**config.mk**
```make
export PLATFORM = sky130hd
export DESIGN_NAME = balanced_paren_span_scanner_top
export DESIGN_NICKNAME = d
export VERILOG_FILES = /design/src/rtl/core/bpss_pkg.sv /design/src/rtl/core/balanced_paren_span_scanner_top.sv /design/src/rtl/core/bpss_lexer.sv /design/src/rtl/core/bpss_out_buf.sv
export SDC_FILE = /design/constraint.sdc
export NUM_CORES = 1
export LEC_CHECK = 0
export ABC_AREA = 1
export ABC_CLOCK_PERIOD_IN_PS = 3700
export BUFFER_PORTS_ARGS = -buffer_cell sky130_fd_sc_hd__buf_2
export CAP_MARGIN = 5
export CORE_UTILIZATION = 45
export CTS_BUF_LIST = sky130_fd_sc_hd__clkbuf_16
export CTS_CLUSTER_SIZE = 10
export DETAILED_ROUTE_END_ITERATION = 8
export PLACE_DENSITY = 0.62
export SLEW_MARGIN = 15
export SYNTH_ARGS = -nofsm -noshare
export SYNTH_HDL_FRONTEND = slang
export SYNTH_SLANG_ARGS = --single-unit
```
**constraint.sdc**
```tcl
create_clock -name clk_i -period 3.7 [get_ports clk_i]
set_clock_uncertainty 0.15 [all_clocks]
set_input_delay 0.74 -clock clk_i [delete_from_list [all_inputs] [get_ports clk_i]]
set_output_delay 0.74 -clock clk_i [all_outputs]
set_load 0.02 [all_outputs]
```
**src/rtl/core/bpss_pkg.sv**
```systemverilog
// Shared types and constants for the balanced parenthesis span scanner.
// Used by the lexer, the result buffer and the top level; no dependencies.
package bpss_pkg;

  localparam int unsigned SpanW = 16;
  localparam int unsigned ByteW = 8;

  typedef struct packed {
    logic             found;
    logic [SpanW-1:0] span_length;
  } result_t;

  // Current input beat as seen by the lexer.
  typedef struct packed {
    logic [ByteW-1:0] data_byte;
    logic             is_first;
    logic             is_last;
    logic [ByteW-1:0] ident_len;
  } in_beat_t;

endpackage

```
**src/rtl/core/balanced_paren_span_scanner_top.sv**
```systemverilog
// Top level of the balanced parenthesis span scanner: input register and glue.
// Depends on bpss_pkg, bpss_lexer and bpss_out_buf.
//
//   Channel   Direction  tdata                          tuser      tlast
//   s_axis    in         [7:0] data_byte [15:8] ident   is_first   is_last
//   m_axis    out        [15:0] span_length             found      -
//
// One byte per cycle unless a result stalls: a beat waits in the input register,
// where the lexer steps it, and any result lands in the output register the next edge.
// The lexer state update, a loop through the lexer state registers, sets this rate.
// Reset clears all control state; no result is pending after it.
// A stalled result holds back the input register only for a beat that would
// produce another result; other bytes keep flowing.
module balanced_paren_span_scanner_top #(
  parameter int unsigned MAX_DEPTH = 255,
  parameter int unsigned MAX_SPAN  = 65535
) (
  input  logic        clk_i,
  input  logic        rst_ni,
  input  logic        s_axis_tvalid,
  output logic        s_axis_tready,
  input  logic [15:0] s_axis_tdata,   // [7:0] data_byte, [15:8] ident_len
  input  logic        s_axis_tuser,   // [0] is_first
  input  logic        s_axis_tlast,   // is_last
  output logic        m_axis_tvalid,
  input  logic        m_axis_tready,
  output logic [15:0] m_axis_tdata,   // [15:0] span_length
  output logic        m_axis_tuser    // [0] found
);

  logic               in_valid_q, in_valid_d;
  bpss_pkg::in_beat_t in_beat_q, in_beat_d;
  logic               emit;
  logic               out_ready;
  logic               advance;
  bpss_pkg::result_t  step_result;
  bpss_pkg::result_t  out_result;

  assign advance       = in_valid_q && (!emit || out_ready);
  assign s_axis_tready = !in_valid_q || advance;

  always_comb begin
    in_valid_d = in_valid_q;
    in_beat_d  = in_beat_q;
    if (advance) in_valid_d = 1'b0;
    if (s_axis_tvalid && s_axis_tready) begin
      in_valid_d          = 1'b1;
      in_beat_d.data_byte = s_axis_tdata[7:0];
      in_beat_d.ident_len = s_axis_tdata[15:8];
      in_beat_d.is_first  = s_axis_tuser;
      in_beat_d.is_last   = s_axis_tlast;
    end
  end

  always_ff @(posedge clk_i or negedge rst_ni) begin
    if (!rst_ni) begin
      in_valid_q <= 1'b0;
    end else begin
      in_valid_q <= in_valid_d;
    end
  end

  always_ff @(posedge clk_i) begin
    in_beat_q <= in_beat_d;
  end

  bpss_lexer #(
    .MAX_DEPTH(MAX_DEPTH),
    .MAX_SPAN (MAX_SPAN)
  ) u_lexer (
    .clk_i   (clk_i),
    .rst_ni  (rst_ni),
    .beat_i  (in_beat_q),
    .step_i  (advance),
    .emit_o  (emit),
    .result_o(step_result)
  );

  bpss_out_buf u_out_buf (
    .clk_i   (clk_i),
    .rst_ni  (rst_ni),
    .load_i  (advance && emit),
    .result_i(step_result),
    .ready_o (out_ready),
    .valid_o (m_axis_tvalid),
    .take_i  (m_axis_tready),
    .result_o(out_result)
  );

  assign m_axis_tdata = out_result.span_length;
  assign m_axis_tuser = out_result.found;

endmodule

```
**src/rtl/core/bpss_lexer.sv**
```systemverilog
// Lexer state, paren depth and length counters with the one-byte step logic.
// Depends on bpss_pkg for the beat and result types.
module bpss_lexer #(
  parameter int unsigned MAX_DEPTH = 255,
  parameter int unsigned MAX_SPAN  = 65535
) (
  input  logic               clk_i,
  input  logic               rst_ni,
  input  bpss_pkg::in_beat_t beat_i,
  input  logic               step_i,
  output logic               emit_o,
  output bpss_pkg::result_t  result_o
);

  localparam int unsigned DepthW = $clog2(MAX_DEPTH + 1);
  localparam int unsigned CntW   = bpss_pkg::SpanW;
  localparam int unsigned TotW   = CntW + 1;
  localparam int unsigned SpanLimit = (MAX_SPAN < 65535) ? MAX_SPAN : 65535;
  localparam logic [TotW-1:0]   LimitV = TotW'(SpanLimit);
  localparam logic [DepthW-1:0] DepthMax = DepthW'(MAX_DEPTH);

  localparam logic [3:0] MIdle      = 4'd0;
  localparam logic [3:0] MWs        = 4'd1;
  localparam logic [3:0] MCode      = 4'd2;
  localparam logic [3:0] MSlash     = 4'd3;
  localparam logic [3:0] MStr       = 4'd4;
  localparam logic [3:0] MStrEsc    = 4'd5;
  localparam logic [3:0] MChr       = 4'd6;
  localparam logic [3:0] MChrEsc    = 4'd7;
  localparam logic [3:0] MLine      = 4'd8;
  localparam logic [3:0] MBlock     = 4'd9;
  localparam logic [3:0] MBlockStar = 4'd10;

  localparam logic [1:0] EvNone  = 2'd0;
  localparam logic [1:0] EvFound = 2'd1;
  localparam logic [1:0] EvFail  = 2'd2;

  localparam logic [7:0] ChOpen   = 8'h28;
  localparam logic [7:0] ChClose  = 8'h29;
  localparam logic [7:0] ChDquote = 8'h22;
  localparam logic [7:0] ChSquote = 8'h27;
  localparam logic [7:0] ChBslash = 8'h5C;
  localparam logic [7:0] ChSlash  = 8'h2F;
  localparam logic [7:0] ChStar   = 8'h2A;
  localparam logic [7:0] ChNl     = 8'h0A;
  localparam logic [7:0] ChSpace  = 8'h20;
  localparam logic [7:0] ChTab    = 8'h09;
  localparam logic [7:0] ChCr     = 8'h0D;

  logic [3:0]        mode_q, mode_d;
  logic [DepthW-1:0] depth_q, depth_d;
  logic [CntW-1:0]   cons_q, cons_d;
  logic [7:0]        ident_q, ident_d;

  logic [3:0]        mode_v;
  logic [DepthW-1:0] depth_v;
  logic [CntW-1:0]   cons_v;
  logic [7:0]        ident_v;
  logic [7:0]        c;
  logic [TotW-1:0]   cons_inc;
  logic [TotW-1:0]   total;
  logic              is_ws;
  logic [3:0]        code_mode;
  logic [DepthW-1:0] code_depth;
  logic [1:0]        code_ev;
  logic [DepthW-1:0] dec_depth;
  logic [3:0]        nx_mode;
  logic [DepthW-1:0] nx_depth;
  logic [1:0]        ev;
  logic [1:0]        ev_fin;

  always_comb begin
    c       = beat_i.data_byte;
    mode_v  = beat_i.is_first ? MWs : mode_q;
    depth_v = beat_i.is_first ? '0 : depth_q;
    cons_v  = beat_i.is_first ? '0 : cons_q;
    ident_v = beat_i.is_first ? beat_i.ident_len : ident_q;
    cons_inc = {1'b0, cons_v} + TotW'(1);
    total    = cons_inc + TotW'(ident_v);
    is_ws    = (c == ChSpace) || ((c >= ChTab) && (c <= ChCr));

    // Plain code context handling, shared by several modes.
    dec_depth  = (depth_v != '0) ? depth_v - DepthW'(1) : depth_v;
    code_depth = depth_v;
    code_ev    = EvNone;
    code_mode  = MCode;
    if (c == ChDquote) begin
      code_mode = MStr;
    end else if (c == ChSquote) begin
      code_mode = MChr;
    end else if (c == ChSlash) begin
      code_mode = MSlash;
    end else if (c == ChOpen) begin
      if (depth_v >= DepthMax) begin
        code_ev = EvFail;
      end else begin
        code_depth = depth_v + DepthW'(1);
      end
    end else if (c == ChClose) begin
      code_depth = dec_depth;
      if (dec_depth == '0) begin
        code_ev = EvFound;
      end
    end

    nx_mode  = mode_v;
    nx_depth = depth_v;
    ev       = EvNone;
    unique case (mode_v)
      MWs: begin
        if (!is_ws) begin
          if (c != ChOpen) begin
            ev = EvFail;
          end else begin
            nx_mode = code_mode; nx_depth = code_depth; ev = code_ev;
          end
        end
      end
      MCode: begin
        nx_mode = code_mode; nx_depth = code_depth; ev = code_ev;
      end
      MSlash: begin
        if (c == ChSlash) begin
          nx_mode = MLine;
        end else if (c == ChStar) begin
          nx_mode = MBlock;
        end else begin
          nx_mode = code_mode; nx_depth = code_depth; ev = code_ev;
        end
      end
      MStr: begin
        if (c == ChBslash) nx_mode = MStrEsc;
        else if (c == ChDquote) nx_mode = MCode;
      end
      MStrEsc: nx_mode = MStr;
      MChr: begin
        if (c == ChBslash) nx_mode = MChrEsc;
        else if (c == ChSquote) nx_mode = MCode;
      end
      MChrEsc: nx_mode = MChr;
      MLine: begin
        if (c == ChNl) nx_mode = MCode;
      end
      MBlock: begin
        if (c == ChStar) nx_mode = MBlockStar;
      end
      MBlockStar: begin
        if (c == ChSlash) nx_mode = MCode;
        else if (c != ChStar) nx_mode = MBlock;
      end
      default: ev = EvFail;
    endcase

    ev_fin = ev;
    if ((ev_fin != EvFail) && (total > LimitV)) ev_fin = EvFail;
    if ((ev_fin == EvNone) && beat_i.is_last) ev_fin = EvFail;

    emit_o               = (mode_v != MIdle) && (ev_fin != EvNone);
    result_o.found       = (ev_fin == EvFound);
    result_o.span_length = (ev_fin == EvFound) ? total[CntW-1:0] : '0;

    mode_d  = mode_q;
    depth_d = depth_q;
    cons_d  = cons_q;
    ident_d = ident_q;
    if (step_i) begin
      ident_d = ident_v;
      if (mode_v == MIdle) begin
        mode_d = mode_v;
      end else if (emit_o) begin
        mode_d  = MIdle;
        depth_d = '0;
        cons_d  = '0;
      end else begin
        mode_d  = nx_mode;
        depth_d = nx_depth;
        cons_d  = cons_inc[CntW-1:0];
      end
    end
  end

  always_ff @(posedge clk_i or negedge rst_ni) begin
    if (!rst_ni) begin
      mode_q  <= MIdle;
      depth_q <= '0;
      cons_q  <= '0;
      ident_q <= '0;
    end else begin
      mode_q  <= mode_d;
      depth_q <= depth_d;
      cons_q  <= cons_d;
      ident_q <= ident_d;
    end
  end

endmodule

```
**src/rtl/core/bpss_out_buf.sv**
```systemverilog
// Result register on the master side of the scanner.
// Depends on bpss_pkg for the result type.
module bpss_out_buf (
  input  logic              clk_i,
  input  logic              rst_ni,
  input  logic              load_i,
  input  bpss_pkg::result_t result_i,
  output logic              ready_o,
  output logic              valid_o,
  input  logic              take_i,
  output bpss_pkg::result_t result_o
);

  logic              valid_q, valid_d;
  bpss_pkg::result_t data_q, data_d;

  assign ready_o = !valid_q || take_i;

  always_comb begin
    valid_d = valid_q;
    data_d  = data_q;
    if (take_i) valid_d = 1'b0;
    if (load_i) begin
      valid_d = 1'b1;
      data_d  = result_i;
    end
  end

  always_ff @(posedge clk_i or negedge rst_ni) begin
    if (!rst_ni) begin
      valid_q <= 1'b0;
    end else begin
      valid_q <= valid_d;
    end
  end

  always_ff @(posedge clk_i) begin
    data_q <= data_d;
  end

  assign valid_o  = valid_q;
  assign result_o = data_q;

endmodule
```
==> impl_summary.md, run 1 <==
Synthesis
The combined area of all synthesized cells is 0.00513 sq mm. After synthesis, the largest family of logic cells by area is simple AND/OR/NAND/NOR gates. By area the synthesized netlist is led by edfxtp_1 (20%), dfrtp_1 (19%), nand2_1 (18%). The flip-flop and latch count after synthesis is 73. The synthesized instance count is 714. The sequential-to-total area share from yosys stat is 39.0%. The biggest area consumer among synthesized cells is edfxtp_1.

Summing the areas of all compound-gate instances in the mapped netlist gives 8.22% of the synthesized area. The share of the synthesized area in the top cell type is 20.5%. The number of unique standard cell types used by synthesis is 48. Counting flops with an async set or reset pin after synthesis yields a share of 52.1%. The most used flip-flop cell after synthesis is dfrtp_1. The share of cell area taken by muxes after synthesis is 0%. The synthesized netlist devotes 2.56% of its cell area to XOR and XNOR gates. The area fraction in and, or, nand and nor cells after synthesis is 38.0%. The post-synthesis net count is 748. The adder-cell share of the synthesized area is 3.07%. Dividing the synthesized area by the synthesized cell count gives 7.18 sq um.

In this run, synthesis inferred 35 flip-flops with an integrated enable. The total number of yosys warnings is 0.

Die
The die span in y is 109 um. The boundary pin count is 41. The initialized floorplan defines 38 standard-cell rows. From left edge to right edge, the die measures 109 um. The area of the core region is 0.0110 sq mm. The initial cell density of the core is 46.7%. The die area is 0.0118 sq mm.

Placement
During placement, the flow inserted port buffers numbering 40. The half-perimeter wire length after placement is 9720 um. After detailed placement, the design holds a cell count of 905. The global placer's final weighted congestion is 0.965.

Critical path
The cell depth of the worst setup path is 17. The flop-to-flop setup slack is 50 ps. In this run the critical register-to-register path is captured at u_lexer.cons_q[5]$_DFFE_PN0P_. The worst setup path is captured at an output port. The start-to-end type of the worst setup path is flop to output port. The cell with the largest stage delay on the worst path is edfxtp_1. The data arrival time at the worst-slack endpoint is 2910 ps. The data required time of the worst path is 2810 ps. On the worst path, the slowest cell contributes a delay of 370 ps. Walking the worst path, the cells encountered are buf_6 > nor2_4 > nand2_2 > nor2_4 > a21oi_1 > a21oi_2 > ha_4 > a21oi_4 > o21ai_2 > a21oi_4 > nor2_4 > nand2_4 > nor2_4 > nor2_4 > nand4_4 > nand3_4 > buf_6. The worst setup path is launched from a flop. Along the worst path, the maximum fanout reaches 5. In this run the critical register-to-register path is launched from in_beat_q[9]$_DFFE_PP_.

The worst register-to-register path has a depth of 22. Among cell families on the critical path, the largest total delay comes from simple AND/OR/NAND/NOR gates. By instance count, the cell type seen most on the critical path is nor2_4.

The number of buffers and inverters on the critical path is 2.

Power and ir drop
In this run the static leakage power is 0.00309 uW. Dividing total power by cell area gives a power density of 352 mW/mm^2. The analysis attributes to net switching a power of 648 uW. The share of power burned in registers is 42.3%. Across the VDD grid, the largest voltage drop is 0.000295 V. The clock share of power is 39.1%. In this run, the combinational gates consume 18.6% of the power. The switching portion of total power is 28.7%. The internal power is 1610 uW.

Final layout
The area growth from synthesis to layout is 25.3%. The number of fillers in the final layout is 1001. 0 antenna diodes ended up in the layout. Excluding fillers, the count of instances in the completed layout stands at 948. The fraction of layout instances using a drive strength above 1 is 23.0%.

The storage element area is 0.00200 sq mm. The net count of the finished layout is 837. In the final layout, the multi-input gates occupy 0.00291 sq mm. Measured on the finished design, the core utilization comes to 58.5%.

Outcome
The flow ran to the end, but the final reports show violations. The final reports fail on negative setup slack.

STA
The highest achievable clock rate is 0.263 GHz. The max-slew headroom at the worst pin is 40.5%. At the pin with the least slew margin, the transition time is 892 ps.

The setup-violating endpoint count in the final report is 1. The count of pins over their slew limit came to 0. The final count of hold timing violations came to 0. After layout, the worst path uses 103% of the clock period. Hold is met by 326 ps. The time the worst path needs with I/O delays and setup is 3800 ps. The worst path setup slack after routing is -103 ps.

Setup repair after global routing could not meet its margin everywhere. For the final routed database, the setup TNS stands at -103 ps.

GRT
The wire length of the first global-routing pass is 21800 um. Global routing used 23.7% of the available tracks. The largest net degree at the start of global routing is 39. The number of antenna violations at the first check in global routing came to 0. The via count of the first global-routing pass came to 4653.

The total congestion overflow is 0.

Run
The number of violations of the max-capacitance limit is 0.

Route
For this block, the routed nets add up to 13500 um of wire. The total via count after detailed routing is 4900. The ratio of routed vias to standard cells is 5.17. The remaining antenna violation count is 0. The number of remaining DRC errors is 0. The first TritonRoute pass finished after 5 iterations. The routed wirelength normalized by instance count is 14.2 um. The DRC marker count from the first detailed-route iteration is 262.

Clocking
The level count of the clock H-tree is 3. The clock tree root driver cell is clkbuf_16. TritonCTS built the clock tree. TritonCTS created 9 clock buffers.

For this design, the sink count on the clock tree is 73. Clock-pin slew was measured on the worst setup and hold paths at 60 ps. The maximum buffer depth of the clock tree is 2. The clock reaches the later pin of the worst-skew pair after 340 ps. In this run, post-CTS hold repair placed 0 buffers.

Hold path
The startpoint identified for the worst hold timing path is u_lexer.ident_q[3]$_DFFE_PN0N_. The depth of the worst hold-timing path is 2. The terminating pin of the worst hold path is u_lexer.ident_q[3]$_DFFE_PN0N_. The worst hold-check path type is flop to flop.
## how the worst max path moves through the flow
stage | from | end | slack [ps]
after floorplan | in_beat_q[9]$_DFFE_PP_ | s_axis_tready | 20
after global placement | in_beat_q[9]$_DFFE_PP_ | s_axis_tready | 10
after detailed placement | in_beat_q[9]$_DFFE_PP_ | s_axis_tready | -90
after CTS | in_beat_q[9]$_DFFE_PP_ | s_axis_tready | -160
after global routing | in_beat_q[9]$_DFFE_PP_ | s_axis_tready | -260
final | in_beat_q[9]$_DFFE_PP_ | s_axis_tready | -100
## power by group through the flow
stage,registers [uW],logic [uW],clock network (uW)
after global routing,962,468,937
after global placement,970,350,0
after floorplan,987,229,0
after detailed placement,971,357,0
final,955,421,884
after CTS,957,379,909
## cells in the final DEF (no fill, tap or decap), types with 4 or more instances in the layout
| cell type | n |
|---|---|
| ha_1 | 5 |
| buf_2 | 39 |
| nand3_1 | 49 |
| edfxtp_1 | 35 |
| clkbuf_16 | 11 |
| buf_6 | 6 |
| dfrtp_1 | 37 |
| nand2_4 | 4 |
| o21ai_0 | 25 |
| nor2_2 | 7 |
| a21oi_1 | 14 |
| nand2_2 | 15 |
| nand3_2 | 5 |
| nor2_4 | 12 |
| nor3_1 | 7 |
| nand2_1 | 235 |
| nand4_1 | 12 |
| inv_1 | 91 |
| xor2_1 | 12 |
| o22ai_1 | 5 |
| nor2_1 | 69 |
| ha_4 | 5 |
| buf_4 | 42 |
## routing by layer
metal | GRT usage, % | vias up | part of all wire, %
li1 | - | 2488 | -
met1 | 31.9 | 2250 | 47
met2 | 38.2 | 141 | 46
met3 | 4.84 | 21 | 5.3
met4 | 7.34 | 0 | 1.8
met5 | 0 | - | 0
## Yosys cell counts, types with 3 or more instances
cell type	n
edfxtp_1	35
nand3_1	51
nor4_1	3
xor2_1	14
o31ai_1	3
nor3_1	7
buf_4	3
nand3_2	5
inv_2	4
nand2_1	242
buf_6	5
o21ai_0	27
nor2_4	4
inv_1	93
nor2_2	9
buf_2	3
nand2_2	10
a21oi_1	18
o22ai_1	5
o221ai_1	3
ha_1	11
dfrtp_1	38
nor2_1	75
nand4_1	12
## logic make-up (layout without fill, tap and decap cells)
family                   Yosys count  in the layout
AO/OA/AOI/OAI                     71             71
XOR/XNOR                          15             15
adder cells (fa/ha/maj)           12             12
buffers and inverters            110            204
flip-flops                        73             73
AND/OR/NAND/NOR                  433            433
## flip-flops by register name, summed over array words and instances (netlist names)
| register | cells |
|---|---|
| in_beat_q | 18 |
| u_lexer.mode_q | 4 |
| u_lexer.ident_q | 8 |
| u_out_buf.valid_o | 1 |
| u_lexer.depth_q | 8 |
| in_valid_q | 1 |
| u_lexer.cons_q | 16 |
| u_out_buf.result_o | 17 |
## area by class of cell
class                      instances  share of cell area, %
clock buffer                      11                   4.28
clock inverter                     5                  0.526
inverter                          97                   5.90
multi-input combinational        531                   45.2
sequential                        73                   31.2
tap                              140                   2.73
timing repair buffer              91                   10.2
## timing repair
action / CTS / global route
setup buffers: 16 / 11
pin swaps: 13 / 16
endpoints found under the setup margin: 18 / 74
resized for setup: 26 / 30
## worst reg2reg max path: cells and delay by family (launching register included)
| kind | cells | cell delay (ps) |
|---|---|---|
| flip-flops | 1 | 370 |
| buffers and inverters | 4 | 640 |
| AND/OR/NAND/NOR | 12 | 1420 |
| AO/OA/AOI/OAI | 5 | 700 |
| adder cells (fa/ha/maj) | 1 | 260 |
## stage by stage
stage               power [uW]  cell area (sq um)  worst slack [ps]
finish                    2260               6430              -103
global route              2370               6430              -260
global placement          1320               5640              11.2
detailed placement        1330               5640             -92.3
floorplan                 1220               5170              15.1
CTS                       2240               6170              -160
Note: power is estimated with default switching activity, not from simulation.
==> inputs of run 2 (changes only) <==
--- a/config.mk
+++ b/config.mk
@@ -9,11 +9,14 @@
 export ABC_CLOCK_PERIOD_IN_PS = 3700
 export BUFFER_PORTS_ARGS = -buffer_cell sky130_fd_sc_hd__buf_2
 export CAP_MARGIN = 5
-export CORE_UTILIZATION = 45
+export CELL_PAD_IN_SITES_DETAIL_PLACEMENT = 2
+export CELL_PAD_IN_SITES_GLOBAL_PLACEMENT = 2
+export CORE_UTILIZATION = 32
 export CTS_BUF_LIST = sky130_fd_sc_hd__clkbuf_16
 export CTS_CLUSTER_SIZE = 10
 export DETAILED_ROUTE_END_ITERATION = 8
-export PLACE_DENSITY = 0.62
+export PLACE_DENSITY = 0.75
+export SKIP_LAST_GASP = 1
 export SLEW_MARGIN = 15
 export SYNTH_ARGS = -nofsm -noshare
 export SYNTH_HDL_FRONTEND = slang
==> run 2 against run 1 <==
Effect of this change:
- the flow still finishes with violations (negative setup slack)
- core utilization shrank 14 points
- total power grew 10%
- critical path depth grew 1
- first-iteration DRC count grew 16%
- sequential power grew 2%
- final area grew 6.2%
- routed wire length grew 100%
- critical endpoint unchanged
- via count grew 19%
- register-to-register slack lost 660 ps
- cell count grew 11%
==> impl_summary.md, run 2 (same netlist as run 1, synthesis figures left out) <==
GRT
The via count of the first global-routing pass is 6295. The first global-routing pass estimated 36100 um of wire. The global-route usage over all layers is 29.5%. Global routing finished with a remaining overflow of 0. Entering global routing, the biggest net connects 39 pins. The number of antenna violations at the first check in global routing is 1.

Clocking
The maximum buffer depth of the clock tree is 2. At the later pin of the worst-skew pair, clock insertion delay measures 370 ps. The clock tree from TritonCTS is built.

The clock tree root driver cell is clkbuf_16. The number of buffers created by CTS is 9. The level count of the clock H-tree is 3. Clock tree synthesis found a total of 73 sinks. Clock-pin slew was measured on the worst setup and hold paths at 70 ps.

Critical path
Traced cell by cell, the critical path runs through buf_4 > clkinv_4 > nand3_4 > inv_2 > nand2_2 > nor2_4 > xnor2_2 > ha_2 > a21oi_2 > o21ai_2 > a21oi_2 > nor2_2 > nand2_4 > nor2_4 > nor2_4 > nand4_4 > nand3_4 > buf_6. For the worst setup path, the data required time is 2810 ps. The cell that appears most often on the critical path is nor2_4. Counting cells, the worst reg-to-reg path comes to 23.

The number of buffers and inverters on the critical path is 4. The endpoint type of the worst setup path is an output port. The launching element type of the critical path is a flop.

The flop-to-flop setup slack is -610 ps. The longest individual stage delay on the worst path is 430 ps. The data arrival time at the worst-slack endpoint is 3420 ps. The start-to-end type of the worst setup path is flop to output port. The biggest fanout along the worst timing path is 7.

On the critical path the largest part of the delay comes from simple AND/OR/NAND/NOR gates. The endpoint of the worst register-to-register path is u_out_buf.result_o[14]$_SDFFCE_PN0P_. The worst register-to-register path begins at in_beat_q[9]$_DFFE_PP_. For this design, the slowest cell found on the critical path is edfxtp_1.

Route
The total wirelength of the detailed-routed design is 27100 um. The first-pass iteration count of the detailed router is 4. In the routed layout, each cell is associated on average with a via count of 5.55.

After detailed routing, the average wire length per cell comes to 25.8 um. For this block, the initial DRC count from the detailed router was 305. Detailed routing inserted a total of 5832 vias.

The remaining antenna violation count is 0. After detailed routing, the number of remaining DRC violations is 0.

Power and ir drop
In this run the power density over the cells is 366 mW/mm^2. The worst supply voltage drop on vdd is 0.000279 V. Summing internal, switching and leakage power gives 2500 uW. The analysis attributes to cell leakage a power of 0.00330 uW.

Final layout
At the end of the flow, the number of nets in the layout was 868. The relative area change from synthesis to final layout is 33.1%. in_beat_q holds more flip-flops than any other register.

The most common cell after layout, fill and taps aside is nand2_1. The number of antenna cells inserted is 0. In the layout the commonest cells are nand2_1 (234), inv_1 (90), nor2_1 (71). The post-route netlist has 26.2% of its cells at a drive strength greater than 1. The flip-flop count of the largest register, all copies and words added is 18.

STA
The worst slack on hold paths is 326 ps. The final count of hold timing violations is 0. Setup repair after global routing could not meet its margin everywhere. For the pin with the worst max-slew slack, the measured transition is 1070 ps. The final critical path takes up 117% of the cycle. Once routing completed, OpenROAD measured the worst setup slack at -612 ps. The setup-violating endpoint count in the final report is 84. The count of pins over their slew limit was 0. The time the worst path needs with I/O delays and setup is 4310 ps.

The worst pin sits at a relative slew slack of 29.0%. Static timing analysis puts the maximum clock frequency at 0.232 GHz.

Placement
The count of port buffers added during placement is 40. Once detailed placement completed, the half-perimeter wirelength came to 14000 um. The congestion estimate from routability-driven global placement came to 0.891.

Outcome
The final reports fail on negative setup slack. The run finished, with violations left.

Die
The die is 129 um wide. The area of the core region is 0.0154 sq mm. The initial cell density of the core is 33.3%. The die span in y is 129 um.

The number of core rows is 45. The die covers 0.0165 sq mm. The boundary pin count is 41.

Hold path
The worst hold path passes through 2 cells. The worst hold-check path type is flop to flop. The beginning of the worst hold path is u_lexer.cons_q[13]$_DFFE_PN0P_. The terminating pin of the worst hold path is u_lexer.cons_q[13]$_DFFE_PN0P_.

Run
The number of violations of the max-capacitance limit is 0.
## run 2: cell count changes in the layout (fill, tap and decap cells not counted), moves of 2 or more
cell	before	now
ha_2	1	3
nor2_4	12	9
nor2_1	69	71
nand3_2	5	9
a21oi_2	3	5
a21oi_4	2	0
nand3_1	49	47
inv_6	1	3
buf_4	42	64
## run 2: cell type report
type | count | area (sq um)
Clock inverter | 7 | 76.3
Tap cell | 211 | 264
Timing Repair Buffer | 120 | 975
Inverter | 97 | 377
Sequential cell | 73 | 2000
Fill cell | 1801 | 8600
Multi-Input combinational cell | 533 | 2910
Clock buffer | 9 | 225
## run 2: worst max path at each step
stage          slack [ps]                              endpoint  cells after the start                    from
5_1_grt              -670         u_lexer.cons_q[7]$_DFFE_PN0P_                     23  in_beat_q[9]$_DFFE_PP_
6_report             -610                         s_axis_tready                     18  in_beat_q[9]$_DFFE_PP_
2_1_floorplan          20                         s_axis_tready                     17  in_beat_q[9]$_DFFE_PP_
3_5_place_dp         -190  u_out_buf.result_o[15]$_SDFFCE_PN0P_                     16  in_beat_q[9]$_DFFE_PP_
3_3_place_gp           10                         s_axis_tready                     16  in_beat_q[9]$_DFFE_PP_
4_1_cts              -250                         s_axis_tready                     16  in_beat_q[9]$_DFFE_PP_
## run 2: tightest hold or removal path: cells and delay by family, from the launching register on
kind	cells	cell delay (ps)
DFF	1	340
and+or+nand+nor	2	100
## run 2: routing by layer
layer,GRT usage (%),part of all wire (%)
met1,34.3,38
met2,52.7,51
met3,4.57,4.9
met4,14.5,6.0
met5,0,0.066
## run 2: stage by stage
step	std cells	utilization (%)	setup slack, ps	TNS (ps)	area [sq um]
after floorplan	714	-	15.1	0	5170
after global placement	985	37.6	13.2	0	5800
after detailed placement	985	37.6	-193	-5590	5800
after CTS	1031	42.5	-247	-818	6560
after global routing	1050	44.2	-672	-38520	6830
final	1050	44.2	-612	-31290	6830
## run 2: power by group
part	switching (uW)	internal, uW	total [uW]
Clock	432	529	961
Combinational	365	198	564
Sequential	51.3	921	972
Total	848	1650	2500
## run 2: repair_timing
item	in CTS	in global routing
cloned	2	5
gates resized for setup	38	21
pin swaps	19	14
setup endpoints to repair	65	87
hold buffers	0	0
buffers inserted	28	17
